[src/hdl/assert_macros.svh]
// Assertion macros used by the datapath RTL.
`ifndef ASSERT_MACROS_SVH
`define ASSERT_MACROS_SVH

// Expression must hold at every clock edge out of reset.
`define ASSERT_ALWAYS(label, expr, msg) \
  label: assert property (@(posedge clk) disable iff (!rst_n) (expr)) else $error(msg);

// Antecedent implies consequent in the same cycle.
`define ASSERT_IMPL(label, ante, cons, msg) \
  label: assert property (@(posedge clk) disable iff (!rst_n) (ante) |-> (cons)) \
    else $error(msg);

`endif

[src/hdl/oale_pkg.sv]
// Shared constants, codes and controller/datapath interface types.
package oale_pkg;

  localparam int CAPACITY    = 1024;
  localparam int VALUE_WIDTH = 32;
  localparam int IDX_W       = $clog2(CAPACITY);
  localparam int CNT_W       = $clog2(CAPACITY + 1);
  localparam int MODE_W      = 3;
  localparam int POS_W       = 10;
  localparam int DATA_W      = 32;
  localparam int STAT_W      = 2;
  localparam int FILL_W      = 11;

  typedef enum logic [MODE_W-1:0] {
    MODE_INSERT = 3'd0,
    MODE_REMOVE = 3'd1,
    MODE_READ   = 3'd2,
    MODE_FIND   = 3'd3,
    MODE_SWAP   = 3'd4,
    MODE_MOVE   = 3'd5,
    MODE_CLEAR  = 3'd6
  } mode_t;

  typedef enum logic [STAT_W-1:0] {
    STAT_OK     = 2'd0,
    STAT_FULL   = 2'd1,
    STAT_RANGE  = 2'd2,
    STAT_ABSENT = 2'd3
  } status_t;

  typedef enum logic [3:0] {
    S_IDLE,
    S_DECODE,
    S_SHIFT,
    S_FINAL,
    S_HOLD_CAP,
    S_SW_RB,
    S_SW_WA,
    S_SW_WB,
    S_RD_CAP,
    S_FIND,
    S_DONE
  } state_t;

  typedef enum logic [2:0] {
    INIT_NONE,
    INIT_INS,
    INIT_REM,
    INIT_MOV,
    INIT_FIND
  } init_t;

  typedef enum logic [1:0] {
    RD_NONE,
    RD_POS,
    RD_POS2
  } rd_t;

  typedef enum logic [2:0] {
    WR_NONE,
    WR_VALUE,
    WR_HELD,
    WR_SWAP_A,
    WR_SWAP_B
  } wr_t;

  typedef enum logic [1:0] {
    CNT_HOLD,
    CNT_INC,
    CNT_DEC,
    CNT_CLR
  } cnt_t;

  typedef enum logic [1:0] {
    IDX_NONE,
    IDX_INS,
    IDX_FIND
  } idx_t;

  typedef struct packed {
    logic    load_req;
    init_t   init;
    logic    shift_step;
    logic    find_step;
    rd_t     rd;
    wr_t     wr;
    logic    held_cap;
    logic    rv_cap;
    logic    set_st;
    status_t st;
    idx_t    idx;
    cnt_t    cnt;
    logic    out_load;
  } dp_cmd_t;

  typedef struct packed {
    mode_t mode;
    logic  full;
    logic  pos_ok;
    logic  pos2_ok;
    logic  at_stop;
    logic  scan_end;
    logic  cmp_pend;
    logic  found;
  } dp_stat_t;

endpackage

[src/hdl/oale_ctrl.sv]
// Controller state machine: sequences each request over the datapath.
module oale_ctrl (
  input  logic               clk,
  input  logic               rst_n,
  input  logic               in_valid,
  output logic               in_ready,
  output logic               out_valid,
  input  logic               out_ready,
  output oale_pkg::dp_cmd_t  cmd,
  input  oale_pkg::dp_stat_t stat
);

  oale_pkg::state_t state_r, state_nxt;
  logic             out_valid_r, out_valid_nxt;

  assign in_ready  = (state_r == oale_pkg::S_IDLE);
  assign out_valid = out_valid_r;

  always_ff @(posedge clk) begin
    if (!rst_n) begin
      state_r     <= oale_pkg::S_IDLE;
      out_valid_r <= 1'b0;
    end else begin
      state_r     <= state_nxt;
      out_valid_r <= out_valid_nxt;
    end
  end

  always_comb begin
    state_nxt     = state_r;
    cmd           = '0;
    out_valid_nxt = out_valid_r && !out_ready;
    unique case (state_r)
      oale_pkg::S_IDLE: begin
        if (in_valid) begin
          cmd.load_req = 1'b1;
          state_nxt    = oale_pkg::S_DECODE;
        end
      end
      oale_pkg::S_DECODE: begin
        state_nxt = oale_pkg::S_DONE;
        unique case (stat.mode)
          oale_pkg::MODE_INSERT: begin
            if (stat.full) begin
              cmd.set_st = 1'b1;
              cmd.st     = oale_pkg::STAT_FULL;
            end else begin
              cmd.init  = oale_pkg::INIT_INS;
              cmd.idx   = oale_pkg::IDX_INS;
              state_nxt = oale_pkg::S_SHIFT;
            end
          end
          oale_pkg::MODE_REMOVE: begin
            if (!stat.pos_ok) begin
              cmd.set_st = 1'b1;
              cmd.st     = oale_pkg::STAT_RANGE;
            end else begin
              cmd.init  = oale_pkg::INIT_REM;
              state_nxt = oale_pkg::S_SHIFT;
            end
          end
          oale_pkg::MODE_READ: begin
            if (!stat.pos_ok) begin
              cmd.set_st = 1'b1;
              cmd.st     = oale_pkg::STAT_RANGE;
            end else begin
              cmd.rd    = oale_pkg::RD_POS;
              state_nxt = oale_pkg::S_RD_CAP;
            end
          end
          oale_pkg::MODE_FIND: begin
            cmd.init  = oale_pkg::INIT_FIND;
            state_nxt = oale_pkg::S_FIND;
          end
          oale_pkg::MODE_SWAP: begin
            if (!(stat.pos_ok && stat.pos2_ok)) begin
              cmd.set_st = 1'b1;
              cmd.st     = oale_pkg::STAT_RANGE;
            end else begin
              cmd.rd    = oale_pkg::RD_POS;
              state_nxt = oale_pkg::S_SW_RB;
            end
          end
          oale_pkg::MODE_MOVE: begin
            if (!(stat.pos_ok && stat.pos2_ok)) begin
              cmd.set_st = 1'b1;
              cmd.st     = oale_pkg::STAT_RANGE;
            end else begin
              cmd.rd    = oale_pkg::RD_POS;
              state_nxt = oale_pkg::S_HOLD_CAP;
            end
          end
          oale_pkg::MODE_CLEAR: begin
            cmd.cnt = oale_pkg::CNT_CLR;
          end
          default: begin
          end
        endcase
      end
      oale_pkg::S_HOLD_CAP: begin
        cmd.held_cap = 1'b1;
        cmd.init     = oale_pkg::INIT_MOV;
        state_nxt    = oale_pkg::S_SHIFT;
      end
      oale_pkg::S_SHIFT: begin
        // the last pending write drains in the cycle that sees the stop
        if (stat.at_stop) begin
          state_nxt = oale_pkg::S_FINAL;
        end else begin
          cmd.shift_step = 1'b1;
        end
      end
      oale_pkg::S_FINAL: begin
        state_nxt = oale_pkg::S_DONE;
        unique case (stat.mode)
          oale_pkg::MODE_INSERT: begin
            cmd.wr  = oale_pkg::WR_VALUE;
            cmd.cnt = oale_pkg::CNT_INC;
          end
          oale_pkg::MODE_MOVE: begin
            cmd.wr = oale_pkg::WR_HELD;
          end
          oale_pkg::MODE_REMOVE: begin
            cmd.cnt = oale_pkg::CNT_DEC;
          end
          default: begin
          end
        endcase
      end
      oale_pkg::S_SW_RB: begin
        cmd.held_cap = 1'b1;
        cmd.rd       = oale_pkg::RD_POS2;
        state_nxt    = oale_pkg::S_SW_WA;
      end
      oale_pkg::S_SW_WA: begin
        cmd.wr    = oale_pkg::WR_SWAP_A;
        state_nxt = oale_pkg::S_SW_WB;
      end
      oale_pkg::S_SW_WB: begin
        cmd.wr    = oale_pkg::WR_SWAP_B;
        state_nxt = oale_pkg::S_DONE;
      end
      oale_pkg::S_RD_CAP: begin
        cmd.rv_cap = 1'b1;
        state_nxt  = oale_pkg::S_DONE;
      end
      oale_pkg::S_FIND: begin
        if (stat.found) begin
          cmd.idx   = oale_pkg::IDX_FIND;
          state_nxt = oale_pkg::S_DONE;
        end else if (stat.scan_end && !stat.cmp_pend) begin
          cmd.set_st = 1'b1;
          cmd.st     = oale_pkg::STAT_ABSENT;
          state_nxt  = oale_pkg::S_DONE;
        end else if (!stat.scan_end) begin
          cmd.find_step = 1'b1;
        end
      end
      oale_pkg::S_DONE: begin
        // hold the result until the output register is free
        if (!out_valid_r || out_ready) begin
          cmd.out_load  = 1'b1;
          out_valid_nxt = 1'b1;
          state_nxt     = oale_pkg::S_IDLE;
        end
      end
      default: begin
        state_nxt = oale_pkg::S_IDLE;
      end
    endcase
  end

endmodule

[config.mk]
export PLATFORM = sky130hd
export DESIGN_NAME = oale_ctrl
export DESIGN_NICKNAME = d
export VERILOG_FILES = /design/src/hdl/assert_macros.svh /design/src/hdl/oale_pkg.sv /design/src/hdl/oale_ctrl.sv
export SDC_FILE = /design/constraint.sdc
export NUM_CORES = 1
export LEC_CHECK = 0
export ABC_AREA = 1
export BUFFER_PORTS_ARGS = -buffer_cell sky130_fd_sc_hd__buf_2
export CAP_MARGIN = 20
export CORE_UTILIZATION = 40
export CTS_BUF_LIST = sky130_fd_sc_hd__clkbuf_2
export DETAILED_ROUTE_END_ITERATION = 16
export PLACE_DENSITY = 0.8
export SYNTH_ARGS = -nofsm -noshare
export SYNTH_HDL_FRONTEND = slang
export SYNTH_SLANG_ARGS = --single-unit
[constraint.sdc]
create_clock -name clk -period 1.2 [get_ports clk]
set_input_delay 0.18 -clock clk [delete_from_list [all_inputs] [get_ports clk]]
set_output_delay 0.18 -clock clk [all_outputs]
set_load 0.02 [all_outputs]
==> results.cfg, run 1 <==
[status]
status = aborted with a tool error
stop_stage = clock tree synthesis
stop_error = [ERROR DPL-0033] detailed placement checks failed during check placement.

[clock_tree]
cts_num_sinks = 5
cts_made_buffers = 3
root_buffer = clkbuf_2
cts_hold_buffers = 0
cts.path.max_buffers = 2
cts_resized = 54
htree_levels = 1
cts_setup_buffers = 3

[place]
placed_cell_area_sq_um = 1140
dp_hpwl_um = 2040
place_congestion = 0.902
port_buffers = 36
pre_cts_ws_ps = -183
place_inst = 198

[synthesis]
syn-cell-area_sq_um = 629
synth_cell_types = 23
synth.avg_cell_area_sq_um = 5.33
yosysSeqAreaShare_pct = 15.9
synth_mux_area_share_pct = 0
yosys_warnings = 0
synth_fa_ha_area_share_pct = 0
syn_inst = 118
synth_edf_count = 0
synthArstFlopShare_pct = 0
yosys.area_share.simple_pct = 56.3
synth_ff_type = dfxtp_1
yosys_register_bits = 5
synth_compound_area_share_pct = 15.3
synth_xor_area_share_pct = 0
synth_top_family_by_area = simple AND/OR/NAND/NOR gates
syn_nets = 132

[floorplan]
io_pins = 37
die_h_um = 41.7
initial_core_util_pct = 45.5
rows = 13
die_w_um = 41.7
-- cell families after synthesis --
group / count (synthesis)
buffers and inverters: 21
flip-flops: 5
AO/OA/AOI/OAI: 15
AND/OR/NAND/NOR: 77
-- through the flow --
stage	util, %	hold WS (ps)
after floorplan	-	372
after global placement	82.4	476
after detailed placement	82.4	482
-- Yosys cell counts (2+ instances only) --
library cell | count | area share [%]
nand2_1 | 25 | 15
nor2_1 | 22 | 13
inv_1 | 15 | 8.9
nand3_1 | 10 | 8.0
inv_2 | 6 | 3.6
dfxtp_1 | 5 | 16
nand2_2 | 5 | 5.0
nor2_2 | 5 | 5.0
nor3_1 | 5 | 4.0
a21oi_1 | 4 | 3.2
a21oi_2 | 2 | 2.8
o21ai_0 | 2 | 1.6
o31ai_1 | 2 | 2.4
==> run 2: changes to the inputs <==
CORE_AREA = 2 2 63 65   (was not set)
CORE_UTILIZATION = not set   (was 40)
CTS_BUF_LIST = not set   (was sky130_fd_sc_hd__clkbuf_2)
DIE_AREA = 0 0 65 67   (was not set)
PLACE_DENSITY = not set   (was 0.8)
PLACE_DENSITY_LB_ADDON = 0.15   (was not set)
clock period = 1.55 ns   (was 1.2 ns; I/O delays follow)
==> run 2 against run 1 <==
  * The flow now finishes without violations
  * Synthesized cell count is the same
  * Area after synthesis is the same
==> results.cfg, run 2 <==
[route]
remaining_drc_errors = 0
wl_per_cell_um = 10.4
drtPass1Iterations = 6
routed_via_density = 4.22
drtIter0Drc = 41
vias = 912
routed_wl_um = 2250
final_antenna_net_count = 0

[global_routing]
grt_max_degree = 11
grt_pass1_vias = 857
grt.overflow.total = 0
antenna_found_initial = 0
grt_pass1_wl_um = 3590
grt_use_total_pct = 10.5

[cells_and_area]
mostFrequentLayoutCells = 28 x buf_2, 22 x nand2_1, 18 x nor2_1
final_nets = 183
post-route-util_pct = 31.0
layout.area.seq_sq_um = 110
antenna_cells = 0
nFillCells = 432
drive_above_1_share_pct = 53.6
fin_cells = 216
syn2layout_area_growth_pct = 77.3
largest_reg_flops = 4
design_area_sq_um = 1120
regMostFlops = state_r
multi_input_area_sq_um = 537
mostFrequentLayoutCell = buf_2

[critical_path]
end_kind = output port
worstPathArrival_ps = 1300
crit-reg2reg-launch = state_r[2]$_SDFFE_PN0P_
rr_worst_depth = 9
worstSetupPathType = reg -> out
worstPathMaxFanout = 8
crit_chain = nor2_4, nand3_4, nor4_2, buf_4
crit_required_ps = 1320
worstSetupStartpointType = register
regToRegSetupSlack_ps = 280
crit_slowest_cell = dfxtp_2
slowest_delay_ps = 330
r2r_end = state_r[1]$_SDFFE_PN0P_

[timing]
setup_tns_ps = 0
hold_viol = 0
maxSlewViolCount = 0
fmax_mhz = 651
fin_crit_ps = 1540
finalCritPeriodShare_pct = 99.2
fin_ws_ps = 12.7
setup_viol = 0
relSlewSlack_pct = 82.6
skew_ps = 1.80
worst_pin_slew_ps = 260
rsz0062_at_grt = yes

[floorplan]
die_area_sq_um = 4360
io_pins = 37
core_area_sq_um = 3610
die_w_um = 65
rows = 22
die_h_um = 67
initial_core_util_pct = 17.5

[synthesis]
synth_xor_area_share_pct = 0
synth_top_area_share_pct = 15.9
yosys.area_share.simple_pct = 56.3
yosys_register_bits = 5
synth_mux_area_share_pct = 0
yosysMostFrequentCell = nand2_1
syn_inst = 118
yosys-top-cells-area = dfxtp_1 16%, nand2_1 15%, nor2_1 13%
synth_cell_types = 23
synth_edf_count = 0
yosysSeqAreaShare_pct = 15.9
synth_top_family_by_area = simple AND/OR/NAND/NOR gates
synthTopCellsByCount = 25 x nand2_1, 22 x nor2_1, 15 x inv_1
synth_largest_area_cell = dfxtp_1
synth_compound_area_share_pct = 15.3
synth.avg_cell_area_sq_um = 5.33
syn-cell-area_sq_um = 629
synthArstFlopShare_pct = 0
synth_ff_type = dfxtp_1
synth_fa_ha_area_share_pct = 0
yosys_warnings = 0
syn_nets = 132

[hold_path]
whs_path_depth = 3
hold_end = state_r[1]$_SDFFE_PN0P_
min_path_type = in -> reg
min-delay-start = rst_n

[clock_tree]
cts_made_buffers = 3
clkLatencyLatePin_ps = 220
cts.reportedPaths.clkPinSlew_ps = 40
root_buffer = clkbuf_8
htree_levels = 1
cts.path.max_buffers = 2
cts_tree = built
cts_num_sinks = 5

[place]
place_congestion = 0.863
pre_cts_ws_ps = 82.8
place_inst = 209
dp_hpwl_um = 1930
placed_cell_area_sq_um = 936
port_buffers = 36

[power_and_ir_drop]
leakagePower_nw = 0.589
pwr-share-seq_pct = 16.8
power_frac_comb_pct = 66.4
switching_share_pct = 48.5
peakVddDrop_v = 0.000443
clockPowerShare_pct = 16.8
power_density_nw_per_um2 = 1270
power.internal_uw = 729
switchingPower_uw = 686

[flow_run]
maxCapViolations = 0

[status]
status = completed
## run 2: cells by family (layout without fill, tap and decap cells)
kind of cell           count (synthesis)  after routing
AOI/OAI and AO/OA                     15             15
buffers and inverters                 21             71
DFF                                    5              5
and+or+nand+nor                       77             77
## run 2: how the worst max path moves through the flow
stage          endpoint  cells past startpoint               startpoint  slack (ps)
2_1_floorplan   cmd[17]                      3  state_r[3]$_SDFFE_PN0P_         110
4_1_cts          cmd[2]                      6  state_r[2]$_SDFFE_PN0P_         -10
6_report        cmd[13]                      4  state_r[2]$_SDFFE_PN0P_          10
5_1_grt         cmd[13]                      4  state_r[2]$_SDFFE_PN0P_         -50
3_5_place_dp     cmd[7]                      6                  stat[9]          80
3_3_place_gp    cmd[13]                      8                  stat[8]          90
## run 2: power groups by stage
stage | sequential [mW] | clock (mW) | combinational (mW)
final | 0.238 | 0.237 | 0.939
after global routing | 0.245 | 0.253 | 1.04
after CTS | 0.227 | 0.246 | 0.824
after detailed placement | 0.211 | 0 | 0.789
after global placement | 0.210 | 0 | 0.793
after floorplan | 0.207 | 0 | 0.526
## run 2: critical path: cells and delay by family, from the launching register on
| family | cells | cell delay [ps] |
|---|---|---|
| and+or+nand+nor | 3 | 570 |
| DFF | 1 | 330 |
| buffers and inverters | 1 | 180 |
## run 2: area by class of cell
| cell class | instances | area share [%] |
|---|---|---|
| Multi-Input combinational cell | 92 | 48.1 |
| Timing Repair Buffer | 46 | 25.3 |
| Sequential cell | 5 | 9.87 |
| Inverter | 21 | 7.29 |
| Tap cell | 48 | 5.38 |
| Clock buffer | 4 | 4.04 |
## run 2: repair_timing
| action | CTS | global route |
|---|---|---|
| endpoints found under the setup margin | 9 | 15 |
| setup buffers | 0 | 3 |
| hold buffers | 0 | 0 |
| pin swaps | 3 | 3 |
| resized for setup | 13 | 27 |
## run 2: through the flow
| stage | hold WS [ps] | total power, mW |
|---|---|---|
| 2_1_floorplan | 424 | 0.733 |
| 3_3_place_gp | 557 | 1.00 |
| 3_5_place_dp | 557 | 1.00 |
| 4_1_cts | 326 | 1.30 |
| 5_1_grt | 352 | 1.54 |
| 6_report | 323 | 1.41 |
## run 2: routing by layer
metal	routed length (um)	vias to the layer above	track usage, %
met2	1190	29	18.8
met4	6	0	5.32
met5	0	-	0
met1	930	401	12.1
met3	126	2	1.69
li1	-	480	-
No activity file was read; power rests on OpenSTA's default activity.
